**src/hw/rtl/krhm_pkg.sv**
```systemverilog
`timescale 1ns / 1ps

package krhm_pkg;

  // Fixed field widths of the stream words.
  localparam int KEY_W     = 16;
  localparam int DATA_W    = 64;
  localparam int S_TDATA_W = KEY_W + DATA_W;
  localparam int S_TUSER_W = 1;
  localparam int M_TDATA_W = DATA_W;
  localparam int M_TUSER_W = 2;

  // Shared multiplier: a key or quotient by a reciprocal or a bucket count.
  localparam int RECIP_SHIFT = 32;
  localparam int MUL_AW      = KEY_W;
  localparam int MUL_BW      = RECIP_SHIFT + 1;
  localparam int MUL_PW      = MUL_AW + MUL_BW;

  typedef enum logic {
    CMD_GET = 1'b0,
    CMD_PUT = 1'b1
  } cmd_t;

  typedef enum logic {
    ST_OK   = 1'b0,
    ST_FULL = 1'b1
  } status_t;

endpackage

```
**src/hw/rtl/krhm_mul.sv**
```systemverilog
`timescale 1ns / 1ps

module krhm_mul (
  input  logic                        clk,
  input  logic [krhm_pkg::MUL_AW-1:0] a,
  input  logic [krhm_pkg::MUL_BW-1:0] b,
  output logic [krhm_pkg::MUL_PW-1:0] p
);

  import krhm_pkg::*;

  // One registered product per cycle; the sequencer feeds it twice per word.
  always_ff @(posedge clk) begin
    p <= MUL_PW'(a) * MUL_PW'(b);
  end

endmodule

```
**config.mk**
```make
export PLATFORM = sky130hd
export DESIGN_NAME = krhm_mul
export DESIGN_NICKNAME = d
export VERILOG_FILES = /design/src/hw/rtl/krhm_pkg.sv /design/src/hw/rtl/krhm_mul.sv
export SDC_FILE = /design/constraint.sdc
export NUM_CORES = 1
export LEC_CHECK = 0
export BUFFER_PORTS_ARGS = -buffer_cell sky130_fd_sc_hd__buf_2
export CAP_MARGIN = 20
export CORE_MARGIN = 4
export CORE_UTILIZATION = 65
export DETAILED_ROUTE_END_ITERATION = 10
export PLACE_DENSITY = 0.84
export SYNTH_ARGS = -nofsm -noshare
export SYNTH_HDL_FRONTEND = slang
export SYNTH_SLANG_ARGS = --single-unit
```
**constraint.sdc**
```tcl
create_clock -name clk -period 9.4 [get_ports clk]
set_input_delay 1.88 -clock clk [delete_from_list [all_inputs] [get_ports clk]]
set_output_delay 1.88 -clock clk [all_outputs]
set_load 0.1 [all_outputs]
```
==> results.sh, run 1 <==
export IMPL_yosys_warnings=0
export IMPL_fin_tns_setup_ns=0
export IMPL_worstMarginPinSlew_ns=0.824
export IMPL_grt_pass1_vias=15300
export IMPL_dp_hpwl_um=35000
export IMPL_top_regs="p (49)"
export IMPL_vias=13600
export IMPL_first_pass_iters=9
export IMPL_met3_wirelength_um=3810
export IMPL_hp_class="in2reg"
export IMPL_cts_sinks=49
export IMPL_wl_met1_um=15600
export IMPL_layout_commonest_cell="inv_1"
export IMPL_critPathBufInv=4
export IMPL_synth_compound_area_share_pct=5.68
export IMPL_track_usage_pct=30.6
export IMPL_n_antenna_cell=0
export IMPL_grt_max_degree=34
export IMPL_synth_area_um2=17700
export IMPL_cts_path_max_buffers=2
export IMPL_drive_gt1_share_pct=5.99
export IMPL_postCtsHoldBufs=0
export IMPL_top_layer_used="met4"
export IMPL_synth_distinct_cells=59
export IMPL_fin_crit_ns=8.40
export IMPL_synth_avg_cell_area_um2=8.94
export IMPL_synth_top_area_share_pct=48.9
export IMPL_dieHeight_um=173
export IMPL_drcViolationCount=0
export IMPL_drt_initial_drc_count=913
export IMPL_fp_coreArea_um2=26900
export IMPL_cts_tree="yes"
export IMPL_dieArea_um2=29900
export IMPL_post_drt_via_cell_ratio=5.84
export IMPL_clock_fmax_ghz=0.119
export IMPL_critPathSlowestCell="buf_2"
export IMPL_routabilityCongestion=0.952
export IMPL_yosys_mux_area_fraction_pct=0
export IMPL_synth_top_family_by_area="adder cells"
export IMPL_cp_cell_sequence="buf_2 > nand2_1 > fa_1 > fa_1 > fa_1 > inv_1 > fa_1 > fa_1 > inv_1 > fa_1 > inv_1 > ha_1 > a21oi_1 > o21ai_0 > or4_1 > a211oi_2 > or3_1 > a31o_1 > and2_4 > o21ai_1 > a311oi_1"
export IMPL_top_register="p"
export IMPL_antenna_found_initial=0
export IMPL_cap_violations=0
export IMPL_fill_cells=2013
export IMPL_wl_met2_um=22900
export IMPL_multi_input_area_um2=14600
export IMPL_die_width_um=173
export IMPL_seqCellArea_um2=981
export IMPL_yosys_area_share_simple_pct=17.7
export IMPL_nets=2590
export IMPL_largest_reg_flops=49
export IMPL_synth_edff_count=0
export IMPL_grt_remaining_overflow=0
export IMPL_syn_inst=1977
export IMPL_finalMaxSlewViolations=0
export IMPL_seq_area_frac_synth_pct=5.55
export IMPL_cts_resized=0
export IMPL_wl_per_cell_um=19.2
export IMPL_synth_adder_area_share_pct=57.5
export IMPL_num_rows=60
export IMPL_max_stage_delay_ns=0.60
export IMPL_wl_um=44600
export IMPL_worstSetupPathType="in2reg"
export IMPL_crit_required_ns=9.61
export IMPL_synth_seq_cells=49
export IMPL_cts_setup_buffers=0
export IMPL_h_tree_depth=2
export IMPL_ys_flop_type="dfxtp_1"
export IMPL_synth_nets=2580
export IMPL_arrival_ns=8.61
export IMPL_cp_end_kind="flop"
export IMPL_grt_pass1_wl_um=74000
export IMPL_ios=99
export IMPL_synth_xor_area_share_pct=2.03
export IMPL_hold_viol_final=0
export IMPL_synthToLayoutAreaGrowth_pct=3.81
export IMPL_critPathTopFamily="adder cells"
export IMPL_status="finished, final reports clean"
export IMPL_final_cell_mix="444 x inv_1, 432 x fa_1, 329 x nand2_1, 229 x and2_1, 121 x ha_1"
export IMPL_initial_core_util_pct=65.8
export IMPL_path_clk_slew_ns=0.06
export IMPL_final_setup_viol_count=0
export IMPL_start_kind="input port"
export IMPL_yosys_top_cells_area="fa_1 49%, inv_1 9.4%, ha_1 8.6%"
export IMPL_cts_buffers=5
export IMPL_cts_root_buf="clkbuf_16"
export IMPL_crit_top_cell="fa_1"
export IMPL_post_route_period_util_pct=89.3
export IMPL_port_buffers=98
export IMPL_slew_headroom_pct=45.1
export IMPL_yosys_area_top_type="fa_1"
export IMPL_critPathMaxFanout=33
export IMPL_antenna_left=0
export IMPL_rsz0062_at_grt="no"
export IMPL_synth_async_sr_flop_share_pct=0
==> layout make-up <==
class / count / share of cell area, %
timing repair buffer: 98 / 2.67
tap: 341 / 2.33
sequential: 49 / 5.35
multi-input combinational: 1389 / 79.8
clock buffer: 8 / 0.743
inverter: 444 / 9.08
==> per-layer routing <==
metal | vias up | track usage [%]
li1 | 5810 | -
met1 | 6864 | 37.1
met2 | 725 | 54.0
met3 | 208 | 5.05
met4 | 0 | 13.6
met5 | - | 0
==> Yosys cell counts, types with 7 or more instances <==
cell type  count
o21ai_0       24
fa_1         432
clkbuf_1      84
ha_1         121
xor2_1        16
buf_2          7
a21o_1        14
nor2_1        29
nand2_1      329
nand3_1       14
nand4_1        8
inv_1        444
nor2b_1        8
and2_1       229
xnor2_1       25
a31oi_1        7
a21oi_1       56
dfxtp_1       49
==> cells by family after synthesis <==
kind of cell | Yosys count
simple gates | 644
fa+ha+maj | 553
buf+inv | 539
compound gates | 151
flops | 49
xor+xnor | 41
==> metrics by stage <==
stage / area [µm²] / instances / utilization, % / setup slack [ns] / hold slack [ns]
detailed placement: 18200 / 2321 / 67.8 / 0.810 / 2.35
global placement: 18200 / 2321 / 67.8 / 0.950 / 2.35
finish: 18300 / 2329 / 68.3 / 1.00 / 2.05
global route: 18300 / 2329 / 68.3 / 0.745 / 2.05
CTS: 18300 / 2329 / 68.3 / 1.05 / 2.04
floorplan: 17700 / 1977 / - / 1.76 / 2.00
==> worst paths after layout <==
check             slack (ns)  cells after the start  startpoint     to
setup / recovery        1.00                     21        a[1]  p[48]
hold / removal          2.05                      2        b[0]   p[0]
Power of run 1 is left out: the tool's default activity adds up to more than one toggle a clock period on the data nets, which glitch-free logic cannot reach.
==> run 2, diff against run 1 <==
--- a/config.mk
+++ b/config.mk
@@ -7,7 +7,7 @@
 export LEC_CHECK = 0
 export BUFFER_PORTS_ARGS = -buffer_cell sky130_fd_sc_hd__buf_2
 export CAP_MARGIN = 20
-export CORE_MARGIN = 4
+export CORE_MARGIN = 2
 export CORE_UTILIZATION = 65
 export DETAILED_ROUTE_END_ITERATION = 10
 export PLACE_DENSITY = 0.84
==> results.sh, run 2 (same netlist as run 1, synthesis figures left out) <==
export IMPL_rsz0062_at_grt="no"
export IMPL_holdCritStartpoint="b[0]"
export IMPL_cts_sinks=49
export IMPL_grt_remaining_overflow=0
export IMPL_h_tree_depth=2
export IMPL_n_antenna_cell=0
export IMPL_fp_coreArea_um2=26800
export IMPL_cts_setup_buffers=0
export IMPL_initial_core_util_pct=66.0
export IMPL_drt_initial_drc_count=890
export IMPL_critPathBufInv=4
export IMPL_slew_headroom_pct=42.7
export IMPL_final_setup_viol_count=0
export IMPL_wl_um=44600
export IMPL_dieArea_um2=28500
export IMPL_hold_viol_final=0
export IMPL_drcViolationCount=1
export IMPL_largest_reg_flops=49
export IMPL_top_regs="p (49)"
export IMPL_track_usage_pct=32.9
export IMPL_first_pass_iters=8
export IMPL_hp_class="in2reg"
export IMPL_grt_pass1_wl_um=73400
export IMPL_routabilityCongestion=0.942
export IMPL_wl_met1_um=15500
export IMPL_wl_per_cell_um=19.2
export IMPL_cp_startpoint="a[1]"
export IMPL_cp_end_kind="flop"
export IMPL_cts_path_max_buffers=2
export IMPL_status="finished with violations"
export IMPL_critPathTopFamily="adder cells"
export IMPL_ios=99
export IMPL_finalMaxSlewViolations=0
export IMPL_met3_wirelength_um=3950
export IMPL_cts_buffers=5
export IMPL_fin_tns_setup_ns=0
export IMPL_final_cells=2329
export IMPL_cap_violations=0
export IMPL_postCtsHoldBufs=0
export IMPL_drive_gt1_share_pct=5.99
export IMPL_top_layer_used="met4"
export IMPL_worstMarginPinSlew_ns=0.859
export IMPL_path_clk_slew_ns=0.06
export IMPL_fill_cells=2050
export IMPL_multi_input_area_um2=14600
export IMPL_vias=13600
export IMPL_seqCellArea_um2=981
export IMPL_cts_root_buf="clkbuf_16"
export IMPL_cts_resized=0
export IMPL_cts_tree="yes"
export IMPL_num_rows=60
export IMPL_clock_fmax_ghz=0.118
export IMPL_fin_hold_ws_ns=2.07
export IMPL_die_width_um=169
export IMPL_antenna_found_initial=0
export IMPL_synthToLayoutAreaGrowth_pct=3.81
export IMPL_wl_met2_um=22800
export IMPL_dp_hpwl_um=35100
export IMPL_max_stage_delay_ns=0.61
export IMPL_worstSetupPathType="in2reg"
export IMPL_crit_top_cell="fa_1"
export IMPL_nets=2590
export IMPL_layout_commonest_cell="inv_1"
export IMPL_start_kind="input port"
export IMPL_top_register="p"
export IMPL_antenna_left=0
export IMPL_cp_cell_sequence="buf_2 > nand2_1 > fa_1 > fa_1 > fa_1 > inv_1 > fa_1 > fa_1 > inv_1 > fa_1 > inv_1 > ha_1 > a21oi_1 > o21ai_0 > or4_1 > a211oi_2 > or3_1 > a31o_1 > and2_4 > o21ai_1 > a311oi_1"
export IMPL_grt_max_degree=34
export IMPL_critPathSlowestCell="buf_2"
export IMPL_dieHeight_um=169
export IMPL_violations="design-rule violations"
export IMPL_port_buffers=98
export IMPL_critPathMaxFanout=33
export IMPL_fin_crit_ns=8.44
export IMPL_post_route_period_util_pct=89.8
export IMPL_grt_pass1_vias=15300
export IMPL_arrival_ns=8.63
export IMPL_dp_cells=2321
export IMPL_crit_required_ns=9.59
export IMPL_final_cell_mix="444 x inv_1, 432 x fa_1, 329 x nand2_1, 229 x and2_1, 121 x ha_1"
export IMPL_post_drt_via_cell_ratio=5.86
run 2: cell counts in the layout (fill, tap and decap cells not counted):
Identical to the previous run, type by type.
run 2: path summary, 6_finish.rpt:
kind     to  depth (start not counted)  slack (ns)
max   p[48]                         21        0.96
min    p[0]                          2        2.07
run 2: area by class of cell:
cell class                      instances  area share (%)
Tap cell                              341            2.33
Sequential cell                        49            5.35
Inverter                              444            9.08
Timing Repair Buffer                   98            2.67
Multi-Input combinational cell       1389            79.8
Clock buffer                            8           0.743
run 2: per-layer routing:
| layer | vias up | track usage (%) |
|---|---|---|
| met5 | - | 0 |
| met4 | 0 | 17.4 |
| met3 | 235 | 6.43 |
| met2 | 690 | 57.9 |
| met1 | 6904 | 38.3 |
| li1 | 5808 | - |
run 2: per-stage QoR:
step                cell area [µm²]  worst slack (ns)  util, %
floorplan                     17700              1.76        -
global placement              18200             0.931     68.0
detailed placement            18200             0.741     68.0
CTS                           18300              1.04     68.5
global route                  18300             0.679     68.5
finish                        18300             0.961     68.5
Power of run 2 is left out for the same reason.
