<file path="src/hw/rtl/krhm_ram.sv">
`timescale 1ns / 1ps

module krhm_ram #(
  parameter int WIDTH = 8,
  parameter int DEPTH = 16
) (
  input  logic                                         clk,
  input  logic                                         we,
  input  logic [((DEPTH > 1) ? $clog2(DEPTH) : 1)-1:0] waddr,
  input  logic [WIDTH-1:0]                             wdata,
  input  logic [((DEPTH > 1) ? $clog2(DEPTH) : 1)-1:0] raddr,
  output logic [WIDTH-1:0]                             rdata
);

  logic [WIDTH-1:0] mem [0:DEPTH-1];

  always_ff @(posedge clk) begin
    if (we) begin
      mem[waddr] <= wdata;
    end
    rdata <= mem[raddr];
  end

endmodule

</file>
<file path="config.mk">
export PLATFORM = sky130hd
export DESIGN_NAME = krhm_ram
export DESIGN_NICKNAME = d
export VERILOG_FILES = /design/src/hw/rtl/krhm_ram.sv
export SDC_FILE = /design/constraint.sdc
export NUM_CORES = 1
export LEC_CHECK = 0
export BUFFER_PORTS_ARGS = -buffer_cell sky130_fd_sc_hd__buf_2
export CORE_UTILIZATION = 65
export CTS_CLUSTER_DIAMETER = 120
export CTS_CLUSTER_SIZE = 30
export DETAILED_ROUTE_END_ITERATION = 8
export GPL_TIMING_DRIVEN = 0
export PLACE_DENSITY = 0.88
export SLEW_MARGIN = 15
export SYNTH_ARGS = -nofsm -noshare
export SYNTH_HDL_FRONTEND = slang
export SYNTH_SLANG_ARGS = --single-unit
</file>
<file path="constraint.sdc">
create_clock -name clk -period 4.2 [get_ports clk]
set_input_delay 0.42 -clock clk [delete_from_list [all_inputs] [get_ports clk]]
set_output_delay 0.42 -clock clk [all_outputs]
set_load 0.005 [all_outputs]
</file>
==> results of run 1 <==
-- routing by layer --
layer  share of wire [%]  wire length (um)  vias to the layer above  track usage (%)
met5                   0                 0                        -                0
met4                 3.0               316                        0            14.55
met3                 7.9               833                       28            7.956
met2                  49              5225                      147            43.56
met1                  40              4212                     1296            38.63
li1                    -                 -                     1064                -
-- layout make-up --
class	count	share of cell area, %
tap	102	2.136
multi-input combinational	83	18.03
sequential	136	67.02
clock buffer	21	7.183
timing repair buffer	24	2.010
buffer	10	1.445
clock inverter	11	2.178
-- kinds of logic (layout without fill, tap and decap cells) --
logic type	after synthesis	count (layout)	share of synthesized area, %
simple gates	35	35	3.184
compound gates	16	16	2.334
buf+inv	10	66	1.677
mux	32	32	15.02
flops	136	136	77.78
-- state kept, by name, indices dropped and copies added, names as in the netlist --
name / count
rdata: 8
mem: 128
-- power by group --
group	leakage (nW)	switching, W	internal [W]
combinational	0.520	0.0000867	0.0000603
clock	0.266	0.000525	0.000893
sequential	1.22	0.00000844	0.00152
-- through the flow --
step / instance area, sq um / power, W
finish: 5974 / 0.003091
CTS: 5954 / 0.003098
detailed placement: 5395 / 0.001696
floorplan: 5147 / 0.001630
global route: 5974 / 0.003174
global placement: 5395 / 0.001685
-- worst paths after layout --
check / endpoint
setup / recovery: mem[3][0]
hold / removal: mem[12][5]
setup reg to reg: rdata[7]
hold reg to reg: rdata[1]
-- critical path, delay by kind of cell --
kind          cells  cell delay, ps
buf+inv           1             120
simple gates      2            1170
-- layout by cell type, fill, tap and decap left out, drive strengths merged --
master,netlist,routed
a22oi,16,16
and2,1,1
and2b,1,1
buf,7,31
bufinv,0,3
clkbuf,0,21
clkdlybuf4s25,3,3
clkinv,0,6
clkinvlp,0,2
dfxtp,8,8
edfxtp,128,128
mux4,32,32
nand2,9,9
nand2b,2,2
nand3,1,1
nand3b,2,2
nor2,13,13
nor2b,1,1
nor3,4,4
or3b,1,1
==> metrics.md, run 1 <==
| Metric | Value |
|---|---|
| Clock Tree Buf Depth | 2 |
| Setup repair after global routing missed its margin | no |
| Number of standard-cell rows in the floorplan | 32 |
| Final HPWL DP | 6118 um |
| Class of the worst hold path | in2reg |
| Number of distinct standard cells referenced by the synthesized netlist | 19 |
| Antenna cells | 0 |
| Core outline area | 7687 sq um |
| Post-Synthesis Cells | 229 |
| Crit end category | register |
| Average instance area after synthesis | 22.48 sq um |
| Hold path depth | 1 |
| Required @ worst endpoint | 4360 ps |
| Clock sinks | 136 |
| Clock Latency Late Sink | 530 ps |
| Reg-to-Reg Start | mem[7][7] |
| Startpoint of the most critical setup path | waddr[2] |
| Placement Setup Slack | 1706 ps |
| Final worst-path cycle share | 37.01% |
| Clock period minus final worst setup slack | 1554 ps |
| Minimum setup slack in the final design | 2646 ps |
| Die area | 8279 sq um |
| Largest net degree at the start of global routing | 17 |
| Wire length of the first global-routing pass | 15490 um |
| CTS hold repair buffers | 0 |
| Most used DFF post-synth | sky130_fd_sc_hd__edfxtp_1 |
| Post-layout util | 77.72% |
| Final slew viol count | 0 |
| FILL cells | 405 |
| Via count | 2535 |
| Final-layout setup total negative slack | 0 ps |
| Power density of the placed cells | 517.4 nW/um^2 |
| DIE WIDTH | 90.99 um |
| Class of the most critical setup path | in2reg |
| Number of gates resized after cts | 0 |
| Most common cell in the synthesized netlist | sky130_fd_sc_hd__edfxtp_1 |
| Sum of overflow across all layers after global routing | 0 |
| Synth top area cells | sky130_fd_sc_hd__edfxtp_1, sky130_fd_sc_hd__mux4_2, sky130_fd_sc_hd__mux4_1, sky130_fd_sc_hd__dfxtp_1, sky130_fd_sc_hd__a22oi_1 |
| Final routed DRC violation total | 0 |
| Initial Utilization | 66.96% |
| Leakage | 2.009 nW |
| Tightest slew margin relative to the limit | 44.68% |
| Via count of the first global-routing pass | 2487 |
| Cell type contributing the most total cell area after synthesis | sky130_fd_sc_hd__edfxtp_1 |
| Setup violations, final | 0 |
| Number of ports placed on the die boundary | 26 |
| Fraction of post-synthesis cell area in the top cell type by area | 74.67% |
| Final hold violations | 0 |
| Most frequent cells after synthesis | sky130_fd_sc_hd__edfxtp_1, sky130_fd_sc_hd__mux4_2, sky130_fd_sc_hd__a22oi_1 |
| Hold Slack | 288.0 ps |
| Routed wirelength normalized by instance count | 27.36 um |
| Highest cell delay on the worst timing path | 630 ps |
| Clk Tree Root Cell | sky130_fd_sc_hd__clkbuf_8 |
| List of cells traversed by the critical path | buf_2 > or3b_2 > nor2_1 |
| Placed Cells | 355 |
| Status | completed |
| Post-Synthesis Cell Area | 5147 sq um |
| Depth of the CTS H-tree | 4 |
| Flops & latches, synth | 136 |
| Peak Freq | 0.6434 GHz |
| Area of the multi-input gates | 1077 sq um |
| Layout cell share with drive strength beyond 1 | 28.42% |
| Syn-to-layout area delta | 16.07% |
| Initial DRC Count | 292 |
| Total CTS buffers | 17 |
| TritonCTS clock tree | yes |
| Clock-pin slew on the worst setup and hold paths | 60 ps |
| Hold path startpoint | wdata[5] |
| Total Nets Final | 290 |
| Total global-route track usage | 28.55% |
| Wirelength, routed | 10590 um |
| First-pass DRT Iterations | 6 |
| R2r worst-path depth | 3 |
| Post-CTS Setup Repair Bufs | 0 |
| Height of the die | 90.99 um |
| Data arrival, critical path | 1710 ps |
| Number of flops mapped to enable cells by yosys | 128 |
| CP startpoint kind | input pin |
| Biggest fanout along the worst timing path | 8 |
| Number of cells in the finished layout apart from fillers | 387 |
| Sequential share of the synthesized area | 77.78% |
| Routability-driven placement congestion ratio | 0.7060 |
| Slew at the pin closest to its max-slew limit | 826.8 ps |
| Number of vias per cell after detailed routing | 6.550 |
| Fraction of registers with async set or reset after synthesis | 0% |
| Sequential standard cell area | 4004 sq um |
| Max Clock Skew | 3.698 ps |
| Worst vdd ir | 343.0 uV |
| Slowest library cell on the worst path | sky130_fd_sc_hd__nor2_1 |
| Setup slack of the worst register-to-register path | 2770 ps |
| Post-route ant nets | 0 |
| Max Cap Viol | 0 |
| Port-buffer cells | 24 |
| Antenna violations before repair | 0 |
| Number of nets produced by synthesis | 247 |
| Ys Warns | 0 |
Note: power is estimated with default switching activity, not from simulation.
==> run 2, diff against run 1 <==
Settings changed: CORE_UTILIZATION 65 to 54, PLACE_DENSITY 0.88 to 0.78.
Clock period 4.2 ns to 1.4 ns, I/O delays scaled along.
==> metrics.md, run 2 (synthesized netlist as in run 1, its figures left out) <==
| Metric | Value |
|---|---|
| Internal power consumption | 0.007267 W |
| Total global-route track usage | 22.39% |
| Peak Freq | 0.7418 GHz |
| Final HPWL DP | 6036 um |
| Bufs and invs on worst path | 0 |
| Antenna cells | 0 |
| Slew at the pin closest to its max-slew limit | 1132 ps |
| Total CTS buffers | 17 |
| CTS hold repair buffers | 0 |
| Syn-to-layout area delta | 17.33% |
| Port-buffer cells | 24 |
| Antenna violations before repair | 0 |
| Class of the worst hold path | in2reg |
| Crit end category | register |
| Tightest slew margin relative to the limit | 23.96% |
| Final slew viol count | 0 |
| Setup violations, final | 0 |
| DIE WIDTH | 99.64 um |
| Minimum setup slack in the final design | 51.97 ps |
| Final routed DRC violation total | 0 |
| Routed wirelength normalized by instance count | 23.52 um |
| Depth of the CTS H-tree | 4 |
| Sum of overflow across all layers after global routing | 0 |
| Total Nets Final | 290 |
| Highest cell delay on the worst timing path | 490 ps |
| Clock Tree Buf Depth | 2 |
| Clock Latency Late Sink | 510 ps |
| Routability-driven placement congestion ratio | 0.7190 |
| Clk network pwr share | 45.5% |
| CP startpoint kind | register |
| Height of the die | 99.64 um |
| Placement Setup Slack | -444.7 ps |
| Wire length of the first global-routing pass | 14890 um |
| Number of vias per cell after detailed routing | 5.737 |
| Required @ worst endpoint | 1790 ps |
| Power density of the placed cells | 1522 nW/um^2 |
| Clock sinks | 136 |
| Class of the most critical setup path | reg2reg |
| Max FFs per register | 128 |
| Worst vdd ir | 670.3 uV |
| Final-layout setup total negative slack | 0 ps |
| Reg power frac | 49.8% |
| Post-route ant nets | 0 |
| Slowest library cell on the worst path | sky130_fd_sc_hd__mux4_1 |
| Clock-pin slew on the worst setup and hold paths | 60 ps |
| Clock period minus final worst setup slack | 1348 ps |
| Core outline area | 9240 sq um |
| Largest net degree at the start of global routing | 17 |
| Via count of the first global-routing pass | 2436 |
| Final hold violations | 0 |
| Number of standard-cell rows in the floorplan | 35 |
| Die area | 9927 sq um |
| TritonCTS clock tree | yes |
| Max Cap Viol | 0 |
| Setup repair after global routing missed its margin | no |
| Switching power of the nets | 0.001928 W |
| Most frequent cells in the layout | sky130_fd_sc_hd__edfxtp_1, sky130_fd_sc_hd__buf_2, sky130_fd_sc_hd__mux4_2, sky130_fd_sc_hd__clkbuf_16, sky130_fd_sc_hd__mux4_1 |
| First-pass DRT Iterations | 4 |
| Via count | 2375 |
| Part of the power in combinational logic | 4.8% |
| Largest registers | mem: 128 flops, rdata: 8 flops |
| Biggest fanout along the worst timing path | 1 |
| Initial Utilization | 55.71% |
| List of cells traversed by the critical path | mux4_1 > a22oi_1 > nand2_1 |
| Layout cell share with drive strength beyond 1 | 32.28% |
| Register containing the most flip-flops in the final layout | mem |
| Max Clock Skew | 6.553 ps |
| Data arrival, critical path | 1740 ps |
| Cell family with most CP delay | multiplexers |
| Most frequent standard cell in the layout excluding fill and tap cells | sky130_fd_sc_hd__edfxtp_1 |
| Net switching share of the total power | 20.97% |
| Status | completed |
| Number of ports placed on the die boundary | 26 |
| Clk Tree Root Cell | sky130_fd_sc_hd__clkbuf_8 |
| Setup slack of the worst register-to-register path | 50 ps |
| Final worst-path cycle share | 96.29% |
| Wirelength, routed | 9739 um |
| FILL cells | 557 |
| Leakage | 2.011 nW |
| Initial DRC Count | 260 |
| Post-CTS Setup Repair Bufs | 0 |
-- run 2: cell types whose count changed in the layout (fill, tap and decap cells not counted) --
cell                         previous run  this run
sky130_fd_sc_hd__nor3_1                 0         1
sky130_fd_sc_hd__a22oi_2                0         5
sky130_fd_sc_hd__clkbuf_1               4         0
sky130_fd_sc_hd__clkinv_4               0         6
sky130_fd_sc_hd__clkinvlp_4             2         4
sky130_fd_sc_hd__clkinv_1               4         1
sky130_fd_sc_hd__nor3_2                 4         3
sky130_fd_sc_hd__bufinv_16              3         2
sky130_fd_sc_hd__a22oi_1               16        11
-- run 2: layout make-up --
class	instances	area (sq um)	area share (%)
timing repair buffer	24	120.1	1.989
clock buffer	17	414.1	6.857
buffer	10	86.33	1.429
tap	129	161.4	2.672
multi-input combinational	83	1097	18.17
clock inverter	15	156.4	2.590
sequential	136	4004	66.29
-- run 2: power groups by stage --
stage	logic, W	clock network (W)	registers (W)
final	0.000439	0.00418	0.00458
after global routing	0.000470	0.00443	0.00458
after CTS	0.000435	0.00424	0.00458
after detailed placement	0.000429	0	0.00466
after global placement	0.000412	0	0.00465
after floorplan	0.000231	0	0.00466
-- run 2: metrics by stage --
stage | util (%) | cell area, sq um | instances | power [W] | hold slack, ps
detailed placement | 58.86 | 5439 | 382 | 0.005089 | 514.0
finish | 65.36 | 6040 | 414 | 0.009195 | 23.48
CTS | 65.09 | 6015 | 414 | 0.009255 | 3.093
floorplan | - | 5152 | 229 | 0.004889 | 238.9
global placement | 58.81 | 5434 | 382 | 0.005063 | 516.9
global route | 65.36 | 6040 | 414 | 0.009477 | 10.18
-- run 2: repair_timing --
action	in CTS	in global routing
pin swaps	0	1
hold endpoints to repair	0	0
resized for setup	1	4
setup endpoints to repair	1	5
-- run 2: final timing paths --
path,from,end,depth (start not counted)
setup / recovery,mem[8][1],rdata[1],3
hold / removal,wdata[5],mem[15][5],1
setup reg to reg,mem[8][1],rdata[1],3
hold reg to reg,mem[3][3],rdata[3],3
-- run 2: routing by layer --
layer / share of wire, % / up-vias / global-route usage [%]
li1: - / 1068 / -
met2: 50 / 107 / 34.08
met1: 41 / 1194 / 31.14
met5: 0 / - / 0
met3: 8.0 / 6 / 6.184
met4: 0.50 / 0 / 9.050
